--- config.mk ---
export PLATFORM = sky130hd
export DESIGN_NAME = encoder_capture_speed_position_flat
export DESIGN_NICKNAME = d
export VERILOG_FILES = /design/src/ecsp_pkg.sv /design/src/ecsp_if.sv /design/src/ecsp_state_mem.sv /design/src/ecsp_div.sv /design/src/encoder_capture_speed_position.sv /design/src/flat_wrapper.sv
export SDC_FILE = /design/constraint.sdc
export NUM_CORES = 2
export LEC_CHECK = 0
export BUFFER_PORTS_ARGS = -buffer_cell sky130_fd_sc_hd__buf_4
export CAP_MARGIN = 5
export CORE_ASPECT_RATIO = 0.5
export CORE_MARGIN = 3
export CORE_UTILIZATION = 57
export DETAILED_ROUTE_END_ITERATION = 12
export PLACE_DENSITY = 0.75
export SLEW_MARGIN = 30
export SYNTH_ARGS = -nofsm -noshare
export SYNTH_HDL_FRONTEND = slang
export SYNTH_HIERARCHICAL = 1
export SYNTH_SLANG_ARGS = --single-unit
--- constraint.sdc ---
create_clock -name clk -period 17.5 [get_ports clk]
set_clock_uncertainty 0.1 [all_clocks]
set_input_delay 4.375 -clock clk [delete_from_list [all_inputs] [get_ports clk]]
set_output_delay 4.375 -clock clk [all_outputs]
set_load 0.05 [all_outputs]
--- src/ecsp_pkg.sv ---
// Shared types and constants for the encoder capture speed/position monitor.
package ecsp_pkg;

    localparam int DATA_W = 32;

    typedef enum logic [1:0] {
        OP_CAPTURE  = 2'd0,
        OP_OVERFLOW = 2'd1,
        OP_POLL     = 2'd2
    } ecsp_op_t;

    localparam logic CFG_TICKS_PER_OVF = 1'b0;
    localparam logic CFG_TICK_RATE     = 1'b1;

    localparam logic [16:0] TPO_RESET   = 17'd65532;
    localparam logic [31:0] RATE_RESET  = 32'd1663366;
    localparam logic [15:0] PENDING_MAX = 16'hFFFF;

    typedef struct packed {
        logic              start;
        logic [DATA_W-1:0] dividend;
        logic [DATA_W-1:0] divisor;
    } ecsp_div_req_t;

    typedef struct packed {
        logic              busy;
        logic              done;
        logic [DATA_W-1:0] quotient;
    } ecsp_div_rsp_t;

endpackage

--- src/ecsp_if.sv ---
// Handshake interfaces: event requests, poll results and register writes.
interface ecsp_evt_if #(
    parameter int CAPTURE_BITS = 16
);
    logic                    valid;
    logic                    ready;
    logic [1:0]              opcode;
    logic [2:0]              channel;
    logic [CAPTURE_BITS-1:0] capture_time;
    logic                    line_b_level;

    modport source (output valid, opcode, channel, capture_time, line_b_level, input ready);
    modport sink   (input valid, opcode, channel, capture_time, line_b_level, output ready);
endinterface

interface ecsp_res_if;
    logic               valid;
    logic               ready;
    logic [2:0]         polled_channel;
    logic [31:0]        frequency_hz;
    logic [31:0]        total_ticks;
    logic signed [31:0] position;
    logic               direction;
    logic               zero_period;

    modport source (output valid, polled_channel, frequency_hz, total_ticks, position,
                    direction, zero_period, input ready);
    modport sink   (input valid, polled_channel, frequency_hz, total_ticks, position,
                    direction, zero_period, output ready);
endinterface

interface ecsp_cfg_if;
    logic        valid;
    logic        ready;
    logic        index;
    logic [31:0] data;

    modport source (output valid, index, data, input ready);
    modport sink   (input valid, index, data, output ready);
endinterface

--- src/ecsp_state_mem.sv ---
// Per-channel state memory: one write port, one registered read port, valid bits.
module ecsp_state_mem #(
    parameter int DEPTH     = 8,
    parameter int DATA_BITS = 64,
    parameter int ADDR_BITS = (DEPTH > 1) ? $clog2(DEPTH) : 1
) (
    input  logic                 clk,
    input  logic                 rst_n,
    input  logic                 rd_en,
    input  logic [ADDR_BITS-1:0] rd_addr,
    output logic [DATA_BITS-1:0] rd_data,
    input  logic                 wr_en,
    input  logic [ADDR_BITS-1:0] wr_addr,
    input  logic [DATA_BITS-1:0] wr_data
);

    logic [DATA_BITS-1:0] mem [DEPTH];
    logic [DEPTH-1:0]     valid_reg;
    logic [DATA_BITS-1:0] rd_data_reg;
    logic                 rd_valid_reg;

    always_ff @(posedge clk)
    begin
        if (wr_en)
        begin
            mem[wr_addr] <= wr_data;
        end
        if (rd_en)
        begin
            rd_data_reg <= mem[rd_addr];
        end
    end

    always_ff @(posedge clk or negedge rst_n)
    begin
        if (!rst_n)
        begin
            valid_reg    <= '0;
            rd_valid_reg <= 1'b0;
        end
        else
        begin
            if (wr_en)
            begin
                valid_reg[wr_addr] <= 1'b1;
            end
            if (rd_en)
            begin
                rd_valid_reg <= valid_reg[rd_addr];
            end
        end
    end

    // never-written entries read as the reset value (all zero)
    assign rd_data = rd_valid_reg ? rd_data_reg : '0;

endmodule

--- src/ecsp_div.sv ---
// Restoring radix-2 unsigned divider, one quotient bit per cycle.
module ecsp_div (
    input  logic                  clk,
    input  logic                  rst_n,
    input  ecsp_pkg::ecsp_div_req_t req,
    output ecsp_pkg::ecsp_div_rsp_t rsp
);

    localparam int W     = ecsp_pkg::DATA_W;
    localparam int CNT_W = $clog2(W + 1);

    logic             busy_reg;
    logic             done_reg;
    logic [CNT_W-1:0] cnt_reg;
    logic [W-1:0]     rem_reg;
    logic [W-1:0]     quo_reg;
    logic [W-1:0]     dvs_reg;
    logic [W:0]       shifted;
    logic             fits;
    logic [W:0]       diff;

    assign shifted = {rem_reg, quo_reg[W-1]};
    assign fits    = shifted >= {1'b0, dvs_reg};
    assign diff    = shifted - {1'b0, dvs_reg};

    always_ff @(posedge clk or negedge rst_n)
    begin
        if (!rst_n)
        begin
            busy_reg <= 1'b0;
            done_reg <= 1'b0;
            cnt_reg  <= '0;
        end
        else
        begin
            done_reg <= 1'b0;
            if (req.start)
            begin
                busy_reg <= 1'b1;
                cnt_reg  <= CNT_W'(W);
            end
            else if (busy_reg)
            begin
                cnt_reg <= cnt_reg - CNT_W'(1);
                if (cnt_reg == CNT_W'(1))
                begin
                    busy_reg <= 1'b0;
                    done_reg <= 1'b1;
                end
            end
        end
    end

    always_ff @(posedge clk)
    begin
        if (req.start)
        begin
            rem_reg <= '0;
            quo_reg <= req.dividend;
            dvs_reg <= req.divisor;
        end
        else if (busy_reg)
        begin
            rem_reg <= fits ? diff[W-1:0] : shifted[W-1:0];
            quo_reg <= {quo_reg[W-2:0], fits};
        end
    end

    assign rsp.busy     = busy_reg;
    assign rsp.done     = done_reg;
    assign rsp.quotient = quo_reg;

`ifndef SYNTHESIS
    a_done_after_busy: assert property (@(posedge clk) disable iff (!rst_n)
        done_reg |-> $past(busy_reg))
        else $error("divider done without a running division");
    a_no_start_busy: assert property (@(posedge clk) disable iff (!rst_n)
        busy_reg |-> !req.start)
        else $error("divider restarted while busy");
`endif

endmodule

--- src/encoder_capture_speed_position.sv ---
// Encoder capture speed/position monitor: top level with sequencer and registers.
//
// Channels: evt (sink) takes one request per event: capture on a channel,
// shared timebase overflow, or poll of a channel. res (source) returns one
// result per poll of a present channel. cfg (sink) writes ticks_per_overflow
// (index 0) and tick_rate_hz (index 1); it is always ready.
// Sequence: an overflow request is taken in S_IDLE and only bumps the counter.
// A capture reads the channel state at accept and writes it back in S_READ.
// A poll reads the state at accept, writes the position back in S_READ, then
// multiplies (S_MUL), sums (S_SUM), runs the bit-serial divider (S_DIV) and
// loads the result in S_DONE; the next request is taken after S_DONE.
// A poll of zero total ticks skips the divider.
// The serial divider and the single-port state read set how long a poll takes.
// Captures and polls on absent channels, and requests with opcode 3, are dropped.
// Reset: overflow counter and all channel state read as zero, registers
// take their defaults; no clearing pass is needed.
// Stall: a finished result sits in the output register; the block keeps
// taking requests, and only a second poll result waits for the first to go.
module encoder_capture_speed_position #(
    parameter int CHANNELS     = 8,
    parameter int CAPTURE_BITS = 16
) (
    input  logic          clk,
    input  logic          rst_n,
    ecsp_evt_if.sink      evt,
    ecsp_res_if.source    res,
    ecsp_cfg_if.sink      cfg
);

    localparam int CH_BITS = (CHANNELS > 1) ? $clog2(CHANNELS) : 1;

    // per-channel state word kept in the memory
    typedef struct packed {
        logic [CAPTURE_BITS-1:0] prev_cap;
        logic [CAPTURE_BITS-1:0] last_cap;
        logic [31:0]             prev_stamp;
        logic [31:0]             last_stamp;
        logic [15:0]             pending;
        logic [31:0]             position;
        logic                    line_b;
    } entry_t;

    typedef enum logic [5:0] {
        S_IDLE = 6'b000001,
        S_READ = 6'b000010,
        S_MUL  = 6'b000100,
        S_SUM  = 6'b001000,
        S_DIV  = 6'b010000,
        S_DONE = 6'b100000
    } state_t;

    state_t                  state_reg, state_next;
    logic [31:0]             ovf_cnt_reg;
    logic [16:0]             tpo_reg;
    logic [31:0]             rate_reg;

    logic [CH_BITS-1:0]      ch_reg;
    logic                    is_poll_reg;
    logic [CAPTURE_BITS-1:0] cap_reg;
    logic                    lb_reg;

    logic [31:0]             stamp_diff_reg;
    logic [31:0]             cap_diff_reg;
    logic [31:0]             prod_reg;
    logic [31:0]             total_reg;
    logic                    zero_reg;
    logic [31:0]             pos_reg;
    logic                    dir_reg;

    logic                    res_valid_reg;
    logic [2:0]              res_ch_reg;
    logic [31:0]             res_freq_reg;
    logic [31:0]             res_total_reg;
    logic [31:0]             res_pos_reg;
    logic                    res_dir_reg;
    logic                    res_zero_reg;

    logic                    evt_fire;
    logic                    evt_present;
    logic                    evt_mem_op;
    logic                    res_free;

    logic [$bits(entry_t)-1:0] rd_word;
    entry_t                  rd_ent;
    entry_t                  wr_ent;
    logic [31:0]             pos_new;
    logic [48:0]             prod_full;
    logic [31:0]             sum;

    ecsp_pkg::ecsp_div_req_t div_req;
    ecsp_pkg::ecsp_div_rsp_t div_rsp;

    // handshakes
    assign evt.ready   = (state_reg == S_IDLE);
    assign evt_fire    = evt.valid && evt.ready;
    assign evt_present = (32'(evt.channel) < CHANNELS);
    assign evt_mem_op  = evt_present && ((evt.opcode == ecsp_pkg::OP_CAPTURE)
                                      || (evt.opcode == ecsp_pkg::OP_POLL));
    assign cfg.ready   = 1'b1;
    assign res_free    = !res_valid_reg || res.ready;

    // channel state memory: read at accept, written back in S_READ
    ecsp_state_mem #(
        .DEPTH     (CHANNELS),
        .DATA_BITS ($bits(entry_t))
    ) u_mem (
        .clk     (clk),
        .rst_n   (rst_n),
        .rd_en   (evt_fire && evt_mem_op),
        .rd_addr (evt.channel[CH_BITS-1:0]),
        .rd_data (rd_word),
        .wr_en   (state_reg == S_READ),
        .wr_addr (ch_reg),
        .wr_data (wr_ent)
    );

    assign rd_ent = entry_t'(rd_word);

    // position folds in pending edges by the sampled direction
    assign pos_new = rd_ent.line_b ? (rd_ent.position + 32'(rd_ent.pending))
                                   : (rd_ent.position - 32'(rd_ent.pending));

    always_comb
    begin
        wr_ent = rd_ent;
        if (is_poll_reg)
        begin
            wr_ent.pending  = '0;
            wr_ent.position = pos_new;
        end
        else
        begin
            wr_ent.prev_cap   = rd_ent.last_cap;
            wr_ent.last_cap   = cap_reg;
            wr_ent.prev_stamp = rd_ent.last_stamp;
            wr_ent.last_stamp = ovf_cnt_reg;
            wr_ent.line_b     = lb_reg;
            if (rd_ent.pending != ecsp_pkg::PENDING_MAX)
            begin
                wr_ent.pending = rd_ent.pending + 16'd1;
            end
        end
    end

    assign prod_full = stamp_diff_reg * tpo_reg;
    assign sum       = prod_reg + cap_diff_reg;

    assign div_req.start    = (state_reg == S_SUM) && (sum != 32'd0);
    assign div_req.dividend = rate_reg;
    assign div_req.divisor  = sum;

    ecsp_div u_div (
        .clk   (clk),
        .rst_n (rst_n),
        .req   (div_req),
        .rsp   (div_rsp)
    );

    // sequencer
    always_comb
    begin
        state_next = state_reg;
        case (state_reg)
            S_IDLE:
            begin
                if (evt_fire && evt_mem_op)
                begin
                    state_next = S_READ;
                end
            end
            S_READ:
            begin
                state_next = is_poll_reg ? S_MUL : S_IDLE;
            end
            S_MUL:
            begin
                state_next = S_SUM;
            end
            S_SUM:
            begin
                state_next = (sum == 32'd0) ? S_DONE : S_DIV;
            end
            S_DIV:
            begin
                if (div_rsp.done)
                begin
                    state_next = S_DONE;
                end
            end
            S_DONE:
            begin
                if (res_free)
                begin
                    state_next = S_IDLE;
                end
            end
            default:
            begin
                state_next = S_IDLE;
            end
        endcase
    end

    always_ff @(posedge clk or negedge rst_n)
    begin
        if (!rst_n)
        begin
            state_reg     <= S_IDLE;
            ovf_cnt_reg   <= '0;
            tpo_reg       <= ecsp_pkg::TPO_RESET;
            rate_reg      <= ecsp_pkg::RATE_RESET;
            res_valid_reg <= 1'b0;
        end
        else
        begin
            state_reg <= state_next;
            if (evt_fire && (evt.opcode == ecsp_pkg::OP_OVERFLOW))
            begin
                ovf_cnt_reg <= ovf_cnt_reg + 32'd1;
            end
            if (cfg.valid && cfg.ready)
            begin
                case (cfg.index)
                    ecsp_pkg::CFG_TICKS_PER_OVF: tpo_reg  <= cfg.data[16:0];
                    ecsp_pkg::CFG_TICK_RATE:     rate_reg <= cfg.data;
                    default:                     rate_reg <= rate_reg;
                endcase
            end
            if ((state_reg == S_DONE) && res_free)
            begin
                res_valid_reg <= 1'b1;
            end
            else if (res.ready)
            begin
                res_valid_reg <= 1'b0;
            end
        end
    end

    // datapath registers
    always_ff @(posedge clk)
    begin
        if (evt_fire)
        begin
            ch_reg      <= evt.channel[CH_BITS-1:0];
            is_poll_reg <= (evt.opcode == ecsp_pkg::OP_POLL);
            cap_reg     <= evt.capture_time;
            lb_reg      <= evt.line_b_level;
        end
        if (state_reg == S_READ)
        begin
            stamp_diff_reg <= rd_ent.last_stamp - rd_ent.prev_stamp;
            cap_diff_reg   <= 32'(rd_ent.last_cap) - 32'(rd_ent.prev_cap);
            pos_reg        <= pos_new;
            dir_reg        <= rd_ent.line_b;
        end
        if (state_reg == S_MUL)
        begin
            prod_reg <= prod_full[31:0];
        end
        if (state_reg == S_SUM)
        begin
            total_reg <= sum;
            zero_reg  <= (sum == 32'd0);
        end
        if ((state_reg == S_DONE) && res_free)
        begin
            res_ch_reg    <= 3'(ch_reg);
            res_freq_reg  <= zero_reg ? 32'd0 : div_rsp.quotient;
            res_total_reg <= total_reg;
            res_pos_reg   <= pos_reg;
            res_dir_reg   <= dir_reg;
            res_zero_reg  <= zero_reg;
        end
    end

    assign res.valid          = res_valid_reg;
    assign res.polled_channel = res_ch_reg;
    assign res.frequency_hz   = res_freq_reg;
    assign res.total_ticks    = res_total_reg;
    assign res.position       = $signed(res_pos_reg);
    assign res.direction      = res_dir_reg;
    assign res.zero_period    = res_zero_reg;

`ifndef SYNTHESIS
    a_idle_div_quiet: assert property (@(posedge clk) disable iff (!rst_n)
        evt.ready |-> !div_rsp.busy)
        else $error("request taken while a division runs");
    a_zero_freq: assert property (@(posedge clk) disable iff (!rst_n)
        (res_valid_reg && res_zero_reg) |-> (res_freq_reg == 32'd0))
        else $error("zero period with nonzero frequency");
    a_zero_flag: assert property (@(posedge clk) disable iff (!rst_n)
        res_valid_reg |-> (res_zero_reg == (res_total_reg == 32'd0)))
        else $error("zero period flag disagrees with total ticks");
    a_ovf_count: assert property (@(posedge clk) disable iff (!rst_n)
        (evt_fire && (evt.opcode == ecsp_pkg::OP_OVERFLOW))
        |=> (ovf_cnt_reg == $past(ovf_cnt_reg) + 32'd1))
        else $error("overflow counter missed an increment");
`endif

endmodule
--- src/flat_wrapper.sv ---
// flat-port wrapper written by rule: the top's interface ports become plain ports
module encoder_capture_speed_position_flat 
#(
    parameter int CHANNELS     = 8,
    parameter int CAPTURE_BITS = 16
)
  (clk, rst_n, evt_valid, evt_opcode, evt_channel, evt_capture_time, evt_line_b_level, evt_ready, res_valid, res_polled_channel, res_frequency_hz, res_total_ticks, res_position, res_direction, res_zero_period, res_ready, cfg_valid, cfg_index, cfg_data, cfg_ready);
  ecsp_evt_if #(.CAPTURE_BITS(CAPTURE_BITS)) evt_i ();
  ecsp_res_if res_i ();
  ecsp_cfg_if cfg_i ();
  input  logic clk;
  input  logic rst_n;
  input wire logic [$bits(evt_i.valid)-1:0] evt_valid;
  input wire logic [$bits(evt_i.opcode)-1:0] evt_opcode;
  input wire logic [$bits(evt_i.channel)-1:0] evt_channel;
  input wire logic [$bits(evt_i.capture_time)-1:0] evt_capture_time;
  input wire logic [$bits(evt_i.line_b_level)-1:0] evt_line_b_level;
  output wire logic [$bits(evt_i.ready)-1:0] evt_ready;
  output wire logic [$bits(res_i.valid)-1:0] res_valid;
  output wire logic [$bits(res_i.polled_channel)-1:0] res_polled_channel;
  output wire logic [$bits(res_i.frequency_hz)-1:0] res_frequency_hz;
  output wire logic [$bits(res_i.total_ticks)-1:0] res_total_ticks;
  output wire logic [$bits(res_i.position)-1:0] res_position;
  output wire logic [$bits(res_i.direction)-1:0] res_direction;
  output wire logic [$bits(res_i.zero_period)-1:0] res_zero_period;
  input wire logic [$bits(res_i.ready)-1:0] res_ready;
  input wire logic [$bits(cfg_i.valid)-1:0] cfg_valid;
  input wire logic [$bits(cfg_i.index)-1:0] cfg_index;
  input wire logic [$bits(cfg_i.data)-1:0] cfg_data;
  output wire logic [$bits(cfg_i.ready)-1:0] cfg_ready;
  assign evt_i.valid = evt_valid;
  assign evt_i.opcode = evt_opcode;
  assign evt_i.channel = evt_channel;
  assign evt_i.capture_time = evt_capture_time;
  assign evt_i.line_b_level = evt_line_b_level;
  assign evt_ready = evt_i.ready;
  assign res_valid = res_i.valid;
  assign res_polled_channel = res_i.polled_channel;
  assign res_frequency_hz = res_i.frequency_hz;
  assign res_total_ticks = res_i.total_ticks;
  assign res_position = res_i.position;
  assign res_direction = res_i.direction;
  assign res_zero_period = res_i.zero_period;
  assign res_i.ready = res_ready;
  assign cfg_i.valid = cfg_valid;
  assign cfg_i.index = cfg_index;
  assign cfg_i.data = cfg_data;
  assign cfg_ready = cfg_i.ready;
  encoder_capture_speed_position #(.CHANNELS(CHANNELS), .CAPTURE_BITS(CAPTURE_BITS)) u_core (.clk(clk), .rst_n(rst_n), .evt(evt_i), .res(res_i), .cfg(cfg_i));
endmodule
After elaboration in Yosys (flattened, before gate mapping)

Memory sizes are Yosys's and may differ from the RTL's. A register that Yosys moved wholly into a read port is not among the register bits.
Index checks and enable logic that the tools add are counted.

Add/sub/neg operators: 9
Multiply operators: 1
Magnitude comparators: 4
Equal/unequal tests: 13
Mux-type cells: 32
Bitwise operators: 2
Reduce and logical (&&, ||, !) cells: 17

Operators by type and width:

| operator                                            | number |
|---|---|
| 2-to-1 mux 32 bit                                   | 5 |
| 2-to-1 mux 145 bit                                  | 1 |
| 2-to-1 mux 96 bit                                   | 1 |
| subtractor 32 bit                                   | 2 |
| 2-to-1 mux 6 bit                                    | 6 |
| one-hot mux 6 bit (6 select lines)                  | 1 |
| >= comparator 33 x 32 -> 1 bit                      | 1 |
| adder 32 x 1 -> 32 bit, second input constant       | 1 |
| adder 32 x 16 -> 32 bit                             | 1 |
| adder 32 bit                                        | 1 |
| zero test 32 bit                                    | 1 |
| multiplier 32 x 17 -> 32 bit                        | 1 |
| 2-to-1 mux 16 bit                                   | 2 |
| nonzero test 32 bit                                 | 1 |
| subtractor 32 x 16 -> 32 bit                        | 1 |
| subtractor 16 x 16 -> 17 bit                        | 1 |
| adder 16 x 1 -> 16 bit, second input constant       | 1 |
| inequality test 16 bit, second input constant       | 1 |
| 2-to-1 mux 1 bit                                    | 13 |
| equality test 6 x 1 -> 1 bit, second input constant | 2 |
| < comparator 3 x 4 -> 1 bit, second input constant  | 2 |
| bitwise OR 8 bit                                    | 1 |
| equality test 6 x 2 -> 1 bit, second input constant | 1 |
| equality test 6 x 3 -> 1 bit, second input constant | 1 |
| other kinds (20)                                    | 29 |

Register bits after elaboration: 485
Bits in writable memories: 1160
Input port bits: 60
Output and inout port bits: 104
Word-level logic and storage cells: 109
Memories: 1

Memories:

| name             | words | bits a word | rd ports | clocked after memory_dff | wr ports | line                 | text |
|---|---|---|---|---|---|---|---|
| u_core.u_mem.mem | 8     | 145         | 1        | 1                        | 1        | ecsp_state_mem.sv:17 | `logic [DATA_BITS-1:0] mem [DEPTH];` |

Longest topological paths before layout

Word-level depth: 5
Depth in mapped cells: 26
Gate-level depth less buffers: 24

Cells and area by module

The synthesis kept the hierarchy.

By module, submodules not included:

| module                         | instances | cells each | area an instance (µm²) | sequential area each (µm²) |
|---|---|---|---|---|
| ecsp_state_mem                 | 1         | 2019       | 49266.0                | 39412.8 |
| encoder_capture_speed_position | 1         | 3152       | 32108.3                | 10309.9 |
| ecsp_div                       | 1         | 560        | 5943.2                 | 2762.6 |

Worst setup path before layout

OpenSTA, ideal clock, no wires.

Kind: input to register
From: input evt_opcode[0]
To: register u_core.u_mem.rd_valid_reg
Library setup time: 0.679 ns
Data arrival time: 19.205 ns
Required time: 16.721 ns
Setup slack: -2.484 ns
Stages: 2
Path buffers: 0
Cell sequence: nor4_1 > mux2i_1

Word-level cells in the longest chain between the ends: 3
Elaborated cells on any way between the ends: 4
Those cells by class: eq/ne (1); reduce/logical (3)

RTL lines:

| element                                                | line                                                                       | text |
|---|---|---|
| from (decl)                                            | flat_wrapper.sv:14                                                         | `input wire logic [$bits(evt_i.opcode)-1:0] evt_opcode;` |
| equality test 2 bit or zero test 2 bit (tied branches) | encoder_capture_speed_position.sv:98, encoder_capture_speed_position.sv:97 |  |
| logical OR 1 bit *                                     | encoder_capture_speed_position.sv:98                                       | `\|\| (evt.opcode == ecsp_pkg::OP_POLL));` |
| logical AND 1 bit *                                    | encoder_capture_speed_position.sv:109                                      | `.rd_en (evt_fire && evt_mem_op),` |
| to (signal assigned)                                   | ecsp_state_mem.sv:49                                                       | `rd_valid_reg <= valid_reg[rd_addr];` |
| to (decl)                                              | ecsp_state_mem.sv:20                                                       | `logic rd_valid_reg;` |

Every way passes the cells marked *; elsewhere a longest branch is shown, timed or not.
A chain may end at the register's enable or synchronous reset.

Worst setup path after layout

From: register u_core.tpo_reg[2]
To: register u_core.prod_reg[25] (data pin)

Word-level cells in the longest chain between the ends: 1

RTL lines:

| element                        | line                                  | text |
|---|---|---|
| from (decl)                    | encoder_capture_speed_position.sv:54  | `logic [16:0] tpo_reg;` |
| from (signal assigned)         | encoder_capture_speed_position.sv:210 | `tpo_reg <= ecsp_pkg::TPO_RESET;` |
| from (signal assigned)         | encoder_capture_speed_position.sv:224 | `ecsp_pkg::CFG_TICKS_PER_OVF: tpo_reg <= cfg.data[16:0];` |
| multiplier 32 x 17 -> 32 bit   | encoder_capture_speed_position.sv:145 | `assign prod_full = stamp_diff_reg * tpo_reg;` |
| named net u_core.prod_full[25] | encoder_capture_speed_position.sv:87  | `logic [48:0] prod_full;` |
| to (signal assigned)           | encoder_capture_speed_position.sv:259 | `prod_reg <= prod_full[31:0];` |
| to (decl)                      | encoder_capture_speed_position.sv:64  | `logic [31:0] prod_reg;` |

The timed path passes the listed nets, and every way through them passes these cells.

==> results.tsv <==
stage	metric	value	unit
sta	f_max	0.140	GHz
clock_tree	Max clock buf depth	3	
route	vias per cell	6.06	
power	maximum VDD drop	563	µV
synth	Syn Inst Count	5730	
sta	Setup TNS	0	ps
sta	unrepaired setup endpoints after global routing	no	
route	Routed WL per cell	24.2	µm
floorplanning	std cell rows	100	
placed_design	# port buffers	162	
global_route	largest net degree at the start of global routing	107	
layout	Non-Filler Instances	8040	
global_route	vias in the first global route	50900	
clock_tree	H-tree depth	4	
layout	Fillers	10400	
clock_tree	Clock Tree Root	clkbuf_16	
clock_tree	CTS sink count	1775	
placed_design	Area after DPL	0.0906	mm²
power	Seq pwr share	32.6	%
critical_path	crit path max fanout	31	
sta	final worst-path cycle share	40.8	%
floorplanning	Core Area	0.150	mm²
placed_design	placed instance count	7765	
global_route	first-pass GRT wire length	302000	µm
critical_path	Worst Setup End Kind	flip-flop	
floorplanning	Die W	559	µm
sta	Final Hold Viols	0	
layout	Design Area, Final	0.0956	mm²
layout	share of the core filled with cells	63.5	%
global_route	gr usage total	24.9	%
global_route	gr ovfl total	0	
route	Pre-Repair DR Iteration Count	7	
critical_path	WS Path Type	flip-flop to flip-flop	
clock_tree	Clock transition at path regs	60	ps
global_route	initial antenna violation count	3	
sta	Slew HR	33.2	%
clock_tree	PostCTS Resize Cnt	0	
clock_tree	CTS Hold Bufs	0	
clock_tree	Post-CTS Setup Bufs	0	
floorplanning	initial cell density of the core	58.1	%
placed_design	Final GP Congestion	0.895	
run_status	outcome	complete, no violations	
layout	layout cells sized above 1	19.6	%
sta	Pins Over Slew Limit	0	
route	final wirelength	194000	µm
power	Lkg Pwr	0.0350	µW
layout	number of flip-flops in the largest register	1160	
critical_path	Worst EP required	17900	ps
critical_path	Startpoint Class	flip-flop	
clock_tree	CTS Buf Count	152	
sta	final hold slack	318	ps
layout	nets	6479	
clock_tree	Skew-Pair Late Insertion Delay	780	ps
route	First DRT Iteration DRCs	4756	
placed_design	detailed placement HPWL	120000	µm
synth	Mapped Nets	6328	
power	Pint	10200	µW
power	Clock power frac	20.5	%
floorplanning	boundary pin count	164	
sta	Tmin final	7130	ps
floorplanning	die area	0.158	mm²
floorplanning	Die H	283	µm
power	Pwr Density	171	mW/mm²
sta	final setup fails	0	
run	Max Cap Viol	0	
critical_path	Critical Path AT	7530	ps
route	post-route ant nets	0	
synth	synthesized area per cell	15.2	µm²
min_path	Hold Path Class	flip-flop to flip-flop	
route	DRC	0	
synth	synthesized cell area	0.0873	mm²
power	Logic pwr share	46.9	%
layout	Layout area overhead	9.46	%
power	Psw	6160	µW
power	switch share	37.6	%
sta	worst slew pin tran	1000	ps
route	vias	48700	
synth	Ys Warns	6	
clock_tree	CTS tree	built	
==> per-stage QoR <==
step	setup WS, ps	total power (µW)
2_1_floorplan	2130	11000
3_3_place_gp	9480	13000
3_5_place_dp	9410	13100
4_1_cts	10260	16500
5_1_grt	9990	17500
6_report	10370	16300
==> cell type report <==
cell class / count / area (µm²) / area share, %
Tap cell: 2040 / 2550 / 2.67
Timing Repair Buffer: 228 / 1890 / 1.97
Antenna cell: 3 / 7.51 / 0.00786
Clock inverter: 68 / 769 / 0.805
Clock buffer: 202 / 4130 / 4.32
Multi-Input combinational cell: 3187 / 31700 / 33.2
Sequential cell: 1775 / 52500 / 54.9
Inverter: 537 / 2020 / 2.11
==> final timing paths <==
kind / from / end / slack, ps / cells past startpoint
max in group asynchronous: rst_n / u_core/u_mem/rd_valid_reg / 12630 / 2
hold / removal: u_core/total_reg[25] / u_core/res.total_ticks[25] / 320 / 0
hold reg to reg: u_core/total_reg[25] / u_core/res.total_ticks[25] / 320 / 0
setup / recovery: u_core/tpo_reg[2] / u_core/prod_reg[25] / 10370 / 20
min in group asynchronous: rst_n / u_core/rate_reg[17] / 3550 / 1
setup reg to reg: u_core/tpo_reg[2] / u_core/prod_reg[25] / 10370 / 20
==> power groups by stage <==
stage	registers, µW	logic (µW)	clock network (µW)
after floorplan	5340	5610	0
after global placement	5410	7550	0
after detailed placement	5410	7670	0
after CTS	5320	7740	3400
after global routing	5330	8580	3580
final	5330	7680	3350
==> per-layer routing <==
metal	part of all wire (%)	track usage [%]	up-vias
met2	49	41.6	1967
met4	2.1	6.19	0
met5	0	0	-
li1	-	-	21200
met1	41	34.1	25300
met3	7.8	4.96	295
==> worst max-delay path: stages, from the launching register on <==
cell       delay, ps
dfstp_2         1000
nand2_1          190
fa_1             560
fa_1             470
fa_1             540
inv_1             50
fa_1             520
fa_1             510
inv_1             50
fa_1             470
inv_1             40
ha_1             300
and2_1           220
a22o_1           220
nor2_1            90
nand3_1          130
o2111ai_1        380
nor2b_1          240
o21ai_0          180
o41ai_1          380
xnor2_1          160
==> layout by cell type, fill, tap and decap left out, types with 41 or more instances in the layout <==
cell       count
and2_1       295
mux4_2       291
dfrtp_1       80
xnor2_1      159
xor2_1        63
inv_1        537
nand2_1      431
a21o_1        57
edfxtp_1    1638
fa_1         324
buf_4        210
clkbuf_16    156
a21oi_1      146
nor2_1       164
ha_1         214
mux2_2       353
nor3_1        41
nand3_1       49
o21ai_0       94
clkbuf_1      41
nor2b_1       63
(Power assumes the default switching activity.)
